--- config.mk ---
export PLATFORM = sky130hd
export DESIGN_NAME = utf8_codepoint_decoder
export DESIGN_NICKNAME = d
export VERILOG_FILES = /design/src/rtl/u8cd_pkg.sv /design/src/rtl/u8cd_front.sv /design/src/rtl/u8cd_queue.sv /design/src/rtl/u8cd_back.sv /design/src/rtl/utf8_codepoint_decoder.sv
export SDC_FILE = /design/constraint.sdc
export NUM_CORES = 1
export LEC_CHECK = 0
export BUFFER_PORTS_ARGS = -buffer_cell sky130_fd_sc_hd__buf_2
export CAP_MARGIN = 15
export CORE_AREA = 2 2 125 91
export DETAILED_ROUTE_END_ITERATION = 10
export DIE_AREA = 0 0 127 93
export PLACE_DENSITY = 0.75
export SETUP_SLACK_MARGIN = 0.4
export SYNTH_ARGS = -nofsm -noshare
export SYNTH_HDL_FRONTEND = slang
export SYNTH_SLANG_ARGS = --single-unit
--- constraint.sdc ---
create_clock -name clk -period 4 [get_ports clk]
set_input_delay 0.8 -clock clk [delete_from_list [all_inputs] [get_ports clk]]
set_output_delay 0.8 -clock clk [all_outputs]
set_load 0.005 [all_outputs]
--- src/rtl/u8cd_pkg.sv ---
package u8cd_pkg;

    localparam int unsigned CpWidth = 21;
    localparam int unsigned QueueDepth = 2;

    // One queue entry: the results caused by one input byte (one or two).
    typedef struct packed {
        logic [CpWidth-1:0] cp0;
        logic [CpWidth-1:0] cp1;
        logic               two;
    } u8cd_entry_t;

endpackage

--- src/rtl/u8cd_front.sv ---
module u8cd_front (
    input  logic                 clk,
    input  logic                 rst_n,
    input  logic                 accept,
    input  logic [7:0]           text_byte,
    input  logic                 end_of_text,
    output logic                 push,
    output u8cd_pkg::u8cd_entry_t push_data
);
    import u8cd_pkg::*;

    // sequence length from lead byte, 0 = not a lead
    function automatic logic [2:0] lead_len(input logic [7:0] b);
        logic [2:0] len;
        begin
            if (b[7] == 1'b0)
                len = 3'd1;
            else if (b[7:5] == 3'b110)
                len = 3'd2;
            else if (b[7:4] == 4'b1110)
                len = 3'd3;
            else if (b[7:3] == 5'b11110)
                len = 3'd4;
            else
                len = 3'd0;
            return len;
        end
    endfunction

    function automatic logic [CpWidth-1:0] assemble(
        input logic [2:0] len,
        input logic [7:0] b0,
        input logic [7:0] b1,
        input logic [7:0] b2,
        input logic [7:0] b3
    );
        logic [CpWidth-1:0] cp;
        begin
            case (len)
                3'd1:    cp = {13'd0, b0};
                3'd2:    cp = {10'd0, b0[4:0], b1[5:0]};
                3'd3:    cp = {5'd0, b0[3:0], b1[5:0], b2[5:0]};
                3'd4:    cp = {b0[2:0], b1[5:0], b2[5:0], b3[5:0]};
                default: cp = '0;
            endcase
            return cp;
        end
    endfunction

    // single-byte code point that survives the control-char filter
    function automatic logic ascii_ok(input logic [7:0] b);
        return (b[7] == 1'b0) && (b[6:5] != 2'b00);
    endfunction

    logic [1:0] count_reg, count_next;
    logic [7:0] h0_reg, h0_next;
    logic [7:0] h1_reg, h1_next;
    logic [7:0] h2_reg, h2_next;

    logic [CpWidth-1:0] e0, e1;
    logic               e0_ok, e1_ok;
    logic [2:0]         len_in, len_held, len_d0, total;
    logic [7:0]         d0, b1, b2;

    always_comb
    begin
        count_next = count_reg;
        h0_next    = h0_reg;
        h1_next    = h1_reg;
        h2_next    = h2_reg;
        e0         = '0;
        e1         = '0;
        e0_ok      = 1'b0;
        e1_ok      = 1'b0;
        len_in     = lead_len(text_byte);
        len_held   = lead_len(h0_reg);
        total      = {1'b0, count_reg} + 3'd1;
        b1         = (count_reg == 2'd1) ? text_byte : h1_reg;
        b2         = (count_reg == 2'd2) ? text_byte : h2_reg;
        d0         = b1;
        len_d0     = lead_len(d0);

        if (count_reg == 2'd0)
        begin
            if (len_in == 3'd1)
            begin
                e0    = {13'd0, text_byte};
                e0_ok = ascii_ok(text_byte);
            end
            else if (len_in != 3'd0 && !end_of_text)
            begin
                h0_next    = text_byte;
                count_next = 2'd1;
            end
        end
        else if (total == len_held)
        begin
            e0         = assemble(len_held, h0_reg, b1, b2, text_byte);
            e0_ok      = (e0[CpWidth-1:5] != '0);
            count_next = 2'd0;
        end
        else if (end_of_text)
        begin
            // drop the lead, re-decode the trailing one or two bytes
            count_next = 2'd0;
            if (count_reg == 2'd1)
            begin
                e0    = {13'd0, d0};
                e0_ok = (len_d0 == 3'd1) && ascii_ok(d0);
            end
            else if (len_d0 == 3'd1)
            begin
                e0    = {13'd0, d0};
                e0_ok = ascii_ok(d0);
                e1    = {13'd0, text_byte};
                e1_ok = ascii_ok(text_byte);
            end
            else if (len_d0 == 3'd2)
            begin
                e0    = assemble(3'd2, d0, text_byte, 8'd0, 8'd0);
                e0_ok = (e0[CpWidth-1:5] != '0);
            end
            else
            begin
                e1    = {13'd0, text_byte};
                e1_ok = ascii_ok(text_byte);
            end
        end
        else
        begin
            case (count_reg)
                2'd1:    h1_next = text_byte;
                2'd2:    h2_next = text_byte;
                default: ;
            endcase
            count_next = count_reg + 2'd1;
        end
    end

    always_comb
    begin
        push           = accept && (e0_ok || e1_ok);
        push_data.cp0  = e0_ok ? e0 : e1;
        push_data.cp1  = e1;
        push_data.two  = e0_ok && e1_ok;
    end

    always_ff @(posedge clk or negedge rst_n)
    begin
        if (!rst_n)
            count_reg <= 2'd0;
        else if (accept)
            count_reg <= count_next;
    end

    always_ff @(posedge clk)
    begin
        if (accept)
        begin
            h0_reg <= h0_next;
            h1_reg <= h1_next;
            h2_reg <= h2_next;
        end
    end

endmodule

--- src/rtl/u8cd_queue.sv ---
module u8cd_queue (
    input  logic                  clk,
    input  logic                  rst_n,
    input  logic                  push,
    input  u8cd_pkg::u8cd_entry_t push_data,
    output logic                  full,
    input  logic                  pop,
    output u8cd_pkg::u8cd_entry_t pop_data,
    output logic                  empty
);
    import u8cd_pkg::*;

    localparam int unsigned PtrW = $clog2(QueueDepth);

    u8cd_entry_t         slot_reg [QueueDepth];
    logic [PtrW-1:0]     wr_ptr_reg, rd_ptr_reg;
    logic [PtrW:0]       fill_reg;
    logic                do_push, do_pop;

    assign full     = (fill_reg == (PtrW+1)'(QueueDepth));
    assign empty    = (fill_reg == '0);
    assign do_push  = push && !full;
    assign do_pop   = pop && !empty;
    assign pop_data = slot_reg[rd_ptr_reg];

    always_ff @(posedge clk or negedge rst_n)
    begin
        if (!rst_n)
        begin
            wr_ptr_reg <= '0;
            rd_ptr_reg <= '0;
            fill_reg   <= '0;
        end
        else
        begin
            if (do_push)
                wr_ptr_reg <= (wr_ptr_reg == PtrW'(QueueDepth-1)) ? '0 : wr_ptr_reg + 1'b1;
            if (do_pop)
                rd_ptr_reg <= (rd_ptr_reg == PtrW'(QueueDepth-1)) ? '0 : rd_ptr_reg + 1'b1;
            if (do_push && !do_pop)
                fill_reg <= fill_reg + 1'b1;
            else if (do_pop && !do_push)
                fill_reg <= fill_reg - 1'b1;
        end
    end

    always_ff @(posedge clk)
    begin
        if (do_push)
            slot_reg[wr_ptr_reg] <= push_data;
    end

endmodule

--- src/rtl/u8cd_back.sv ---
module u8cd_back (
    input  logic                  clk,
    input  logic                  rst_n,
    output logic                  pop,
    input  u8cd_pkg::u8cd_entry_t pop_data,
    input  logic                  empty,
    output logic                  cp_valid,
    input  logic                  cp_ready,
    output logic [20:0]           code_point,
    output logic                  last_of_run
);
    import u8cd_pkg::*;

    u8cd_entry_t entry_reg;
    logic        valid_reg;
    logic        phase_reg;
    logic        take;

    // free when idle or when the final result of the entry leaves
    assign take        = !valid_reg || (cp_ready && (phase_reg || !entry_reg.two));
    assign pop         = take && !empty;
    assign cp_valid    = valid_reg;
    assign code_point  = phase_reg ? entry_reg.cp1 : entry_reg.cp0;
    assign last_of_run = phase_reg || !entry_reg.two;

    always_ff @(posedge clk or negedge rst_n)
    begin
        if (!rst_n)
        begin
            valid_reg <= 1'b0;
            phase_reg <= 1'b0;
        end
        else if (pop)
        begin
            valid_reg <= 1'b1;
            phase_reg <= 1'b0;
        end
        else if (take)
        begin
            valid_reg <= 1'b0;
            phase_reg <= 1'b0;
        end
        else if (cp_ready)
            phase_reg <= 1'b1;
    end

    always_ff @(posedge clk)
    begin
        if (pop)
            entry_reg <= pop_data;
    end

endmodule

--- src/rtl/utf8_codepoint_decoder.sv ---
// Channel   Valid / ready            Payload
// input     byte_valid / byte_ready  text_byte[7:0], end_of_text
// output    cp_valid / cp_ready      code_point[20:0], last_of_run
//
// One byte is taken per cycle while the two-entry queue between front and
// back has room; a byte that yields two code points (string end inside a
// sequence) holds the back end, the one output register, until both have left.
// cp_valid rises once a result has moved from its queue slot into the output register.
// rst_n clears the held-byte count, queue pointers and output valid.
// A stalled output fills the queue, then byte_ready drops.
module utf8_codepoint_decoder (
    input  logic        clk,
    input  logic        rst_n,
    input  logic        byte_valid,
    output logic        byte_ready,
    input  logic [7:0]  text_byte,
    input  logic        end_of_text,
    output logic        cp_valid,
    input  logic        cp_ready,
    output logic [20:0] code_point,
    output logic        last_of_run
);
    import u8cd_pkg::*;

    logic        accept;
    logic        push, full, pop, empty;
    u8cd_entry_t push_data, pop_data;

    // Front never stalls on its own: readiness is only queue space.
    assign byte_ready = !full;
    assign accept     = byte_valid && byte_ready;

    // Front: holds partial sequences and turns each byte into 0..2 results.
    u8cd_front u_front (
        .clk         (clk),
        .rst_n       (rst_n),
        .accept      (accept),
        .text_byte   (text_byte),
        .end_of_text (end_of_text),
        .push        (push),
        .push_data   (push_data)
    );

    // Queue: decouples byte intake from result delivery.
    u8cd_queue u_queue (
        .clk       (clk),
        .rst_n     (rst_n),
        .push      (push),
        .push_data (push_data),
        .full      (full),
        .pop       (pop),
        .pop_data  (pop_data),
        .empty     (empty)
    );

    // Back: serializes each entry into one or two output transactions.
    u8cd_back u_back (
        .clk         (clk),
        .rst_n       (rst_n),
        .pop         (pop),
        .pop_data    (pop_data),
        .empty       (empty),
        .cp_valid    (cp_valid),
        .cp_ready    (cp_ready),
        .code_point  (code_point),
        .last_of_run (last_of_run)
    );

endmodule
==> After elaboration in Yosys (flattened, before gate mapping) <==
Memory sizes are Yosys's and may differ from the RTL's. A register that Yosys moved wholly into a read port is not among the register bits.
Index checks and enable logic that the tools add are counted.
{ "classes": {"addsub": 6, "eq_ne": 22, "muxes": 67, "bitwise": 6, "n_reduce_logical": 36} }
{ "op_table": {"columns": ["operator", "count"], "rows": [
  ["21-bit 2-to-1 mux", 20],
  ["21-bit one-hot mux with 4 select lines", 1],
  ["3-bit 2-to-1 mux", 12],
  ["8-bit 2-to-1 mux", 4],
  ["16-bit nonzero test", 2],
  ["1-bit 2-to-1 mux", 22],
  ["5-bit equality test (second input constant)", 3],
  ["2-bit 2-to-1 mux", 7],
  ["1-bit logical AND", 13],
  ["3-bit equality test (second input constant)", 4],
  ["4-bit equality test (second input constant)", 3],
  ["3-bit by 1-bit equality test with 1-bit output (second input constant)", 3],
  ["3-bit by 2-bit equality test with 1-bit output (second input constant)", 3],
  ["4-bit AND reduction", 2],
  ["2-bit nonzero test", 4],
  ["1-bit zero test", 7],
  ["6-bit 2-to-1 mux", 1],
  ["1-bit NOT", 6],
  ["3-bit nonzero test", 2],
  ["2-bit by 1-bit adder with 2-bit output (second input constant)", 2],
  ["2-bit equality test (second input constant)", 2],
  ["2-bit zero test", 2],
  ["2-bit != test (second input constant)", 2],
  ["2-bit by 1-bit adder with 3-bit output (second input constant)", 1],
  ["6 further kinds", 9]
]} }
{ "totals": {"register_bits": 30, "mem_bits_rw": 86, "inputBits": 13, "out_inout_bits": 24, "word_cells": 147, "mem_count": 1} }
{ "mem_list": {"columns": ["memory", "words", "width", "read_ports", "rd_clocked_by_memory_dff", "write_ports", "line", "text"], "rows": [
  ["u_queue.slot_reg", 2, 43, 1, 1, 1, "u8cd_queue.sv:15", "u8cd_entry_t slot_reg [QueueDepth];"]
]} }

==> Logic depth before layout (Yosys ltp) <==
Gate-level depths: netlist of the first run.
{ "logic_depth": {"depth_word": 28, "ltp_mapped": 14, "ltp_nobuf": 13} }

==> Modules after synthesis <==
From an unflattened synthesis of the first run, not the netlist that was laid out.
{ "hier_totals": {"cells_unflattened": 495, "hier_area_um2": 7518.5} }
{ "by_module_without_submodules": {"columns": ["mod", "n_inst", "cells_each", "area_per_inst_um2", "seq_area_each_um2"], "rows": [
  ["u8cd_queue", 1, 153, 3500.9, 2682.6],
  ["u8cd_front", 1, 264, 2357.3, 710.7],
  ["u8cd_back", 1, 76, 1650.3, 1341.3],
  ["utf8_codepoint_decoder", 1, 2, 10.0, 0.0]
]} }

==> Worst setup path before layout of the first run <==
Ideal clock, no wire load.
{ "synth_timing": {"path_kind": "in2reg", "from": "input port text_byte[5]", "to": "memory u_queue.slot_reg[0][0] (netlist name), enable pin", "setup_time_ns": 0.421, "arrival_time_ns": 3.657, "required_ns": 3.579, "setup_slack_ns": -0.078, "path_stages": 8, "path_buffers": 1, "path_cell_list": "clkbuf_1 mux2i_2 a222oi_1 o2111ai_1 mux2i_1 o31ai_4 a21oi_2 nor2b_1"} }
{ "synth_via": {"elab_chain_cells": 18, "elab_cells_between_ends": 53, "cone_classes": "eq/ne: 9; mux: 34; reduce/logical: 10"} }
{ "synth_lines": {"columns": ["item", "line", "text"], "rows": [
  ["from (decl)", "utf8_codepoint_decoder.sv:16", "input logic [7:0] text_byte,"],
  ["8-bit 2-to-1 mux or 21-bit 2-to-1 mux (tied branches)", "u8cd_front.sv:78, u8cd_front.sv:118", null],
  ["5-bit equality test or 21-bit 2-to-1 mux (tied branches)", "u8cd_front.sv:22, u8cd_front.sv:111", null],
  ["3-bit 2-to-1 mux or 21-bit 2-to-1 mux (tied branches)", "u8cd_front.sv:22, u8cd_front.sv:106", null],
  ["3-bit 2-to-1 mux or 21-bit 2-to-1 mux (tied branches)", "u8cd_front.sv:20, u8cd_front.sv:102", null],
  ["3-bit 2-to-1 mux or 21-bit 2-to-1 mux (tied branches)", "u8cd_front.sv:18, u8cd_front.sv:96", null],
  ["3-bit 2-to-1 mux or 21-bit 2-to-1 mux (tied branches)", "u8cd_front.sv:16, u8cd_front.sv:83", null],
  ["3-bit by 2-bit equality test with 1-bit output or 16-bit nonzero test (tied branches)", "u8cd_front.sv:118, u8cd_front.sv:121", null],
  ["1-bit 2-to-1 mux", "u8cd_front.sv:118", "else if (len_d0 == 3'd2)"],
  ["[3 not listed]", null, null],
  ["1-bit 2-to-1 mux", "u8cd_front.sv:96", "else if (total == len_held)"],
  ["1-bit 2-to-1 mux", "u8cd_front.sv:83", "if (count_reg == 2'd0)"],
  ["1-bit logical OR (*)", "u8cd_front.sv:142", "push = accept && (e0_ok || e1_ok);"],
  ["1-bit logical AND (*)", "u8cd_front.sv:142", null],
  ["1-bit logical AND (*)", "u8cd_queue.sv:22", "assign do_push = push && !full;"],
  ["named net u_queue.do_push", "u8cd_queue.sv:18", "logic do_push, do_pop;"],
  ["1-bit 2-to-1 mux (*)", "u8cd_queue.sv:49", "if (do_push)"],
  ["1-bit 2-to-1 mux (implied by the code) (*)", "u8cd_queue.sv:50", "slot_reg[wr_ptr_reg] <= push_data;"],
  ["to (decl)", "u8cd_queue.sv:15", null]
]} }
Mark *: on every way through the listed nets, which the timed path passes. The rest lies on a longest branch. The select of a mux whose other input is x is not followed.

==> Worst setup path after layout of the first run <==
{ "layout_timing": {"from": "register u_front.count_reg[0]", "to": "memory u_queue.slot_reg[1][36] (netlist name), enable pin"} }
{ "layout_via": {"elab_chain_cells": 20, "elab_cells_between_ends": 48, "cone_classes": "add/sub: 1; eq/ne: 8; mux: 29; bitwise: 1; reduce/logical: 9"} }
{ "layout_lines": {"columns": ["item", "line", "text"], "rows": [
  ["from (decl)", "u8cd_front.sv:55", "logic [1:0] count_reg, count_next;"],
  ["from (signal assigned)", "u8cd_front.sv:153", "count_reg <= count_next;"],
  ["2-bit by 1-bit equality test with 1-bit output", "u8cd_front.sv:78, u8cd_front.sv:106", null],
  ["8-bit 2-to-1 mux", "u8cd_front.sv:78", "b1 = (count_reg == 2'd1) ? text_byte : h1_reg;"],
  ["21-bit 2-to-1 mux", "u8cd_front.sv:118", null],
  ["21-bit 2-to-1 mux", "u8cd_front.sv:111", "else if (len_d0 == 3'd1)"],
  ["21-bit 2-to-1 mux", "u8cd_front.sv:106", "if (count_reg == 2'd1)"],
  ["21-bit 2-to-1 mux", "u8cd_front.sv:102", "else if (end_of_text)"],
  ["21-bit 2-to-1 mux", "u8cd_front.sv:96", null],
  ["21-bit 2-to-1 mux", "u8cd_front.sv:83", null],
  ["[5 not listed]", null, null],
  ["1-bit 2-to-1 mux", "u8cd_front.sv:96", null],
  ["1-bit 2-to-1 mux", "u8cd_front.sv:83", null],
  ["1-bit logical OR (*)", "u8cd_front.sv:142", null],
  ["1-bit logical AND (*)", "u8cd_front.sv:142", null],
  ["1-bit logical AND (*)", "u8cd_queue.sv:22", null],
  ["named net u_queue.do_push", "u8cd_queue.sv:18", null],
  ["1-bit 2-to-1 mux (*)", "u8cd_queue.sv:49", null],
  ["1-bit 2-to-1 mux (implied by the code) (*)", "u8cd_queue.sv:50", null]
]} }
Marked as above.

==> results of run 1 <==
-- worst min path at each step --
stage	depth (start not counted)	to	slack, ns
after floorplan	1	u_queue.wr_ptr_reg	0.47
after global placement	1	u_back.phase_reg	0.49
after detailed placement	1	u_back.phase_reg	0.49
after CTS	1	u_queue.rd_ptr_reg	0.22
after global routing	1	u_back.cp_valid	0.23
final	1	u_back.cp_valid	0.24
-- cell usage after synthesis, types with 3 or more instances --
library cell and count:
edfxtp_1 112, mux2_2 43, inv_1 24, nand2_1 24, nor2_1 21, nor2b_1 16, o21ai_0 14, clkbuf_1 13
nor3_1 13, a22oi_1 12, a21oi_1 11, o22ai_1 10, mux2i_1 9, and2_1 8, dfrtp_1 8, nand2b_1 6
a22o_1 5, buf_1 5, buf_2 5, ha_1 5, nand3_1 4, xor2_1 4, a221oi_1 3, a222oi_1 3
a41oi_1 3, nand3b_1 3, nor3b_1 3
-- power breakdown --
part | internal (mW) | total (mW) | switching [mW]
sequential | 1.80 | 1.95 | 0.149
combinational | 0.689 | 1.52 | 0.831
clock | 1.04 | 1.59 | 0.551
total | 3.53 | 5.06 | 1.53
-- per-stage QoR --
stage               cell area, µm²  total power [mW]  hold slack [ns]    util
global route                  6773             5.310           0.2299  0.6359
global placement              6086             3.372           0.4885  0.5714
detailed placement            6086             3.422           0.4928  0.5714
CTS                           6711             5.031           0.2227  0.6302
floorplan                     5684             2.926           0.4731       -
finish                        6773             5.060           0.2354  0.6359
-- cell type report --
cell class	instances	area [µm²]	area share
Inverter	24	90.09	0.01330
Clock buffer	17	425.4	0.06281
Clock inverter	15	197.7	0.02919
Timing Repair Buffer	56	366.6	0.05413
Multi-Input combinational cell	258	1959	0.2893
Tap cell	136	170.2	0.02512
Sequential cell	120	3563	0.5261
-- repair_timing --
item | CTS | global route
pin swaps | 0 | 1
setup buffers | 0 | 1
gates resized for setup | 1 | 4
setup endpoints to repair | 31 | 61
-- kinds of logic (layout without fill, tap and decap cells) --
family                   count (synthesis)  after routing  share of synthesized area
AO/OA/AOI/OAI                           85             85                     0.1088
AND/OR/NAND/NOR                        108            108                     0.1024
buffers and inverters                   48            112                    0.03413
adder cells (fa/ha/maj)                  5              5                    0.01101
XOR/XNOR                                 5              5                   0.007707
flip-flops                             120            120                     0.6272
multiplexers                            55             55                     0.1088
-- layer usage --
metal / GRT usage / share of wire / vias up / wire [µm]
met1: 0.3317 / 0.47 / 1842 / 5913
met4: 0.05769 / 0.0055 / 0 / 70
li1: - / - / 1726 / -
met5: 0 / 0 / - / 0
met3: 0.06979 / 0.077 / 6 / 981
met2: 0.3396 / 0.45 / 164 / 5718
==> qor.yml, run 1 <==
status:
  outcome: "finished, final reports clean"
placed_design:
  place_hpwl_um: 8780
  place_ws_ns: 0.3802
  portBuffers: 36
  routabilityCongestion: 0.9222
  placed_cells: 592
timing:
  fin_crit_ns: 3.360
  finalCritPeriodShare: 0.8400
  slew_violations: 0
  tns_ns: 0
  fin_worst_skew_ns: 0.009864
  setup_ws_ns: 0.6400
  max_freq_ghz: 0.2976
  setup_viol: 0
  rsz0062_at_grt: "no"
  worst_slew_pin_slew_ns: 0.8184
  slew_headroom: 0.4544
  hold_viol: 0
routing:
  drcViolationCount: 0
  ant_nets: 0
  vias: 3738
  viasPerCell: 5.971
  drtIter0Drc: 462
  dr.pass1.iters: 7
  wire_per_inst_um: 20.26
  routed_wl_um: 12680
worst_setup_path:
  crit_buf_inv: 3
  setup.worst_path.start: "u_front.count_reg[0]"
  critPathSlowestCell: "dfrtp_1"
  path_class: "flip-flop to flip-flop"
  r2r-end: "u_queue.slot_reg[1][36]"
  worstReg2RegStart: "u_front.count_reg[0]"
  cp_top_family: "compound AO/OA/AOI/OAI gates"
  crit_end: "u_queue.slot_reg[1][36]"
  cp.depth: 11
  r2r_slack_ns: 0.64
  startpoint_type: "flip-flop"
  max_stage_delay_ns: 0.52
  cp-end-kind: "flip-flop"
  reg2regPathDepth: 11
  crit_required_ns: 4.08
  worstPathMaxFanout: 30
  worstPathCellList: "inv_1 -> ha_1 -> nand3b_1 -> a21oi_1 -> o311ai_4 -> buf_4 -> mux2i_1 -> o31ai_4 -> a21oi_2 -> and2_1 -> buf_6"
  arrival_ns: 3.44
logic_synthesis:
  ys_top_cells_by_area: "edfxtp_1, mux2_2, dfrtp_1"
  syn-cell-area_um2: 5682
  synth_top_area_frac: 0.5919
  synth_flop_cell: "edfxtp_1"
  syn_nets: 444
  ys_ff_latch: 120
  ys_warn_count: 0
  synthArstFlopShare: 0.06667
  synth_edf_count: 112
  yosysTopAreaCell: "edfxtp_1"
  syn_inst: 426
  yosysSeqAreaShare: 0.6272
  ys_types: 58
  syn_avg_cell_area_um2: 13.34
floorplan:
  die-width_um: 127
  die_y_um: 93
  initial_core_util: 0.5335
  die_area_um2: 11810
  rows: 32
  coreArea_um2: 10650
  io_pins: 37
layout:
  final_common_cell: "edfxtp_1"
  nets: 495
  finalNonFillerCells: 626
  largest_register_ff_count: 60
  num_antenna_cells: 0
  drive_above_1_share: 0.2939
  final_cell_mix: "edfxtp_1, mux2_2, buf_2, inv_1, nand2_1"
  num-fill-cells: 793
  syn_to_final_growth_pct: 19.20
global_route:
  antenna_found_initial: 0
  grt_start_max_net_pins: 32
  grt-ovfl-total: 0
  grt_first_pass_wirelength_um: 20020
  grt_usage: 0.2286
  grt_pass1_vias: 3586
flow_run:
  maxCapViolCount: 0
clock_tree:
  cts_made_buffers: 17
  path_clk_slew_ns: 0.06
  htree_num_levels: 4
  insertion_delay_ns: 0.41
  cts-root-buf: "clkbuf_16"
  cts.path.max_buffers: 2
  clock_sinks: 120
  cts_tree: "built"
  ctsHoldBuffers: 0
pwr:
  power_leakage_nw: 2.429
  ir_drop_mv: 0.3692
  powerDensity_nw_per_um2: 747.2
min_path:
  hold_path.class: "primary input to asynchronous set/reset pin"
Note: power is estimated with default switching activity, not from simulation.
==> inputs of run 2 (changes only) <==
- CORE_AREA: 2 2 125 91 -> 2 2 121 88
- DIE_AREA: 0 0 127 93 -> 0 0 123 90
- PLACE_DENSITY: 0.75 -> 0.76
- clock period: 4 -> 3.2 ns (I/O delays scaled with it)
==> run 2 against run 1 <==
  * Critical path type unchanged
  * Via count grew 11%
  * The flow now finishes with violations (negative setup slack)
  * Clock skew down 0.0019 ns
  * Sequential power increased by 22%
  * Largest power group is now combinational logic
  * Maximum frequency rose by 3.2%
==> qor.yml, run 2 (same netlist as run 1, synthesis figures left out) <==
status:
  outcome: "finished, violations left"  # was finished, final reports clean
  violations: "negative setup slack"
placed_design:
  portBuffers: 36  # unchanged
  routabilityCongestion: 0.9445  # was 0.9222
  place_hpwl_um: 8958  # was 8780 µm
  placed_cells: 630  # was 592
routing:
  routed_wl_um: 13950  # was 12680 µm
  met2_length_um: 6470  # was 5718 µm
  met3_length_um: 1264  # was 981 µm
  viasPerCell: 6.006  # was 5.971
  ant_nets: 0  # unchanged
  dr.pass1.iters: 6  # was 7
  wl_met1_um: 6075  # was 5913 µm
  top_layer_used: "met4"  # unchanged
  drcViolationCount: 0  # unchanged
  vias: 4138  # was 3738
  wire_per_inst_um: 20.25  # was 20.26 µm
  drtIter0Drc: 564  # was 462
worst_setup_path:
  worstPathMaxFanout: 7  # was 30
  path_class: "flip-flop to flip-flop"  # unchanged
  startpoint_type: "flip-flop"  # unchanged
  arrival_ns: 3.58  # was 3.44 ns
  crit_required_ns: 3.52  # was 4.08 ns
  cp-end-kind: "flip-flop"  # unchanged
timing:
  fin_worst_skew_ns: 0.007952  # was 0.009864 ns
  rsz0062_at_grt: "yes"  # was no
  max_freq_ghz: 0.3070  # was 0.2976 GHz
  setup_ws_ns: -0.05728  # was 0.6400 ns
  slew_violations: 0  # unchanged
  worst_slew_pin_slew_ns: 0.6611  # was 0.8184 ns
  finalCritPeriodShare: 1.018  # was 0.8400
  slew_headroom: 0.5576  # was 0.4544
  hold_viol: 0  # unchanged
  setup_viol: 16  # was 0
  fin_crit_ns: 3.257  # was 3.360 ns
global_route:
  antenna_found_initial: 0  # unchanged
  grt_usage: 0.2589  # was 0.2286
  grt_first_pass_wirelength_um: 21420  # was 20020 µm
  grt-ovfl-total: 0  # unchanged
  grt_start_max_net_pins: 32  # unchanged
  grt_pass1_vias: 3932  # was 3586
pwr:
  powerDensity_nw_per_um2: 896.6  # was 747.2 nW/µm²
  finalPower_mw: 6.737  # was 5.060 mW
  ir_drop_mv: 0.5124  # was 0.3692 mV
  power_leakage_nw: 2.781  # was 2.429 nW
clock_tree:
  cts.path.max_buffers: 2  # unchanged
  cts-root-buf: "clkbuf_16"  # unchanged
  cts_tree: "built"  # unchanged
  path_clk_slew_ns: 0.06  # about the same
  htree_num_levels: 4  # unchanged
  clock_sinks: 120  # unchanged
  insertion_delay_ns: 0.41  # about the same
  cts_made_buffers: 17  # unchanged
  ctsHoldBuffers: 0  # unchanged
floorplan:
  die-width_um: 123  # was 127 µm
  coreArea_um2: 10010  # was 10650 µm²
  rows: 31  # was 32
  die_area_um2: 11070  # was 11810 µm²
  io_pins: 37  # unchanged
  die_y_um: 90  # was 93 µm
  initial_core_util: 0.5678  # was 0.5335
layout:
  nets: 562  # was 495
  syn_to_final_growth_pct: 32.26  # was 19.20%
  largest_register_ff_count: 60  # unchanged
  final_common_cell: "edfxtp_1"  # unchanged
  num_antenna_cells: 0  # unchanged
  final_cell_mix: "edfxtp_1, buf_4, mux2_2, buf_2, nand2_1"  # was edfxtp_1, mux2_2, buf_2, inv_1, nand2_1
  finalNonFillerCells: 689  # was 626
  drive_above_1_share: 0.4291  # was 0.2939
flow_run:
  maxCapViolCount: 0  # unchanged
min_path:
  hold_path.class: "primary input to asynchronous set/reset pin"  # unchanged
## run 2: worst max-delay path, cell delays in order, from the launching register on
cell and delay [ns]:
dfrtp_2 0.41, buf_6 0.13, buf_4 0.12, buf_4 0.15, or3b_2 0.43, a21oi_1 0.18, o311ai_2 0.19, buf_4 0.22
and3_1 0.17, o21ai_0 0.32, a21oi_4 0.11, buf_6 0.16, ha_4 0.15, xor2_2 0.14, nor2_2 0.11, xor2_1 0.18
## run 2: path summary, 6_finish.rpt
| path | start | cells after the start | slack (ns) | endpoint |
|---|---|---|---|---|
| worst max-delay path | u_front.count_reg[0] | 15 | -0.06 | u_queue.fill_reg[1] |
| max in group asynchronous | rst_n | 1 | 2.96 | u_front.count_reg[0] |
| worst max register to register | u_front.count_reg[0] | 15 | -0.06 | u_queue.fill_reg[1] |
| worst min register to register | u_back.cp_valid | 2 | 0.50 | u_back.cp_valid |
| worst min-delay path | rst_n | 1 | 0.06 | u_queue.fill_reg[1] |
| min in group clk | u_back.cp_valid | 2 | 0.50 | u_back.cp_valid |
## run 2: layout make-up
| cell class | count | area (µm²) |
|---|---|---|
| fill | 590 | 2492 |
| clock buffer | 18 | 429.2 |
| sequential | 120 | 3565 |
| timing repair buffer | 120 | 909.6 |
| multi-input combinational | 261 | 2232 |
| tap | 132 | 165.2 |
| inverter | 24 | 90.09 |
| clock inverter | 14 | 123.9 |
## run 2: power breakdown
group	leakage (nW)	internal [mW]	switching [mW]	total, mW
clock	0.253	1.07	0.704	1.77
sequential	1.12	2.25	0.138	2.38
combinational	1.41	1.25	1.34	2.58
total	2.78	4.56	2.18	6.74
## run 2: what timing repair did
item | 4_1_cts | 5_1_grt
resized for setup | 46 | 18
setup buffers | 11 | 12
pin swaps | 13 | 15
endpoints found under the setup margin | 101 | 101
gates cloned | 1 | 3
## run 2: through the flow
| stage | cell area (µm²) | hold slack (ns) | worst slack, ns | utilization | setup TNS [ns] |
|---|---|---|---|---|---|
| 2_1_floorplan | 5713 | 0.3444 | 0.1143 | - | 0 |
| 3_5_place_dp | 6417 | 0.4906 | -0.2439 | 0.6413 | -2.372 |
| 5_1_grt | 7515 | 0.06944 | -0.1543 | 0.7509 | -5.674 |
| 6_report | 7515 | 0.06099 | -0.05728 | 0.7509 | -0.3105 |
| 4_1_cts | 7268 | 0.05797 | -0.05591 | 0.7263 | -1.503 |
| 3_3_place_gp | 6417 | 0.4780 | -0.1236 | 0.6413 | -1.092 |
## run 2: routing by layer
metal | up-vias | global-route usage
met5 | - | 0
met1 | 1995 | 0.3786
met3 | 23 | 0.07170
met2 | 255 | 0.3844
li1 | 1865 | -
met4 | 0 | 0.06913
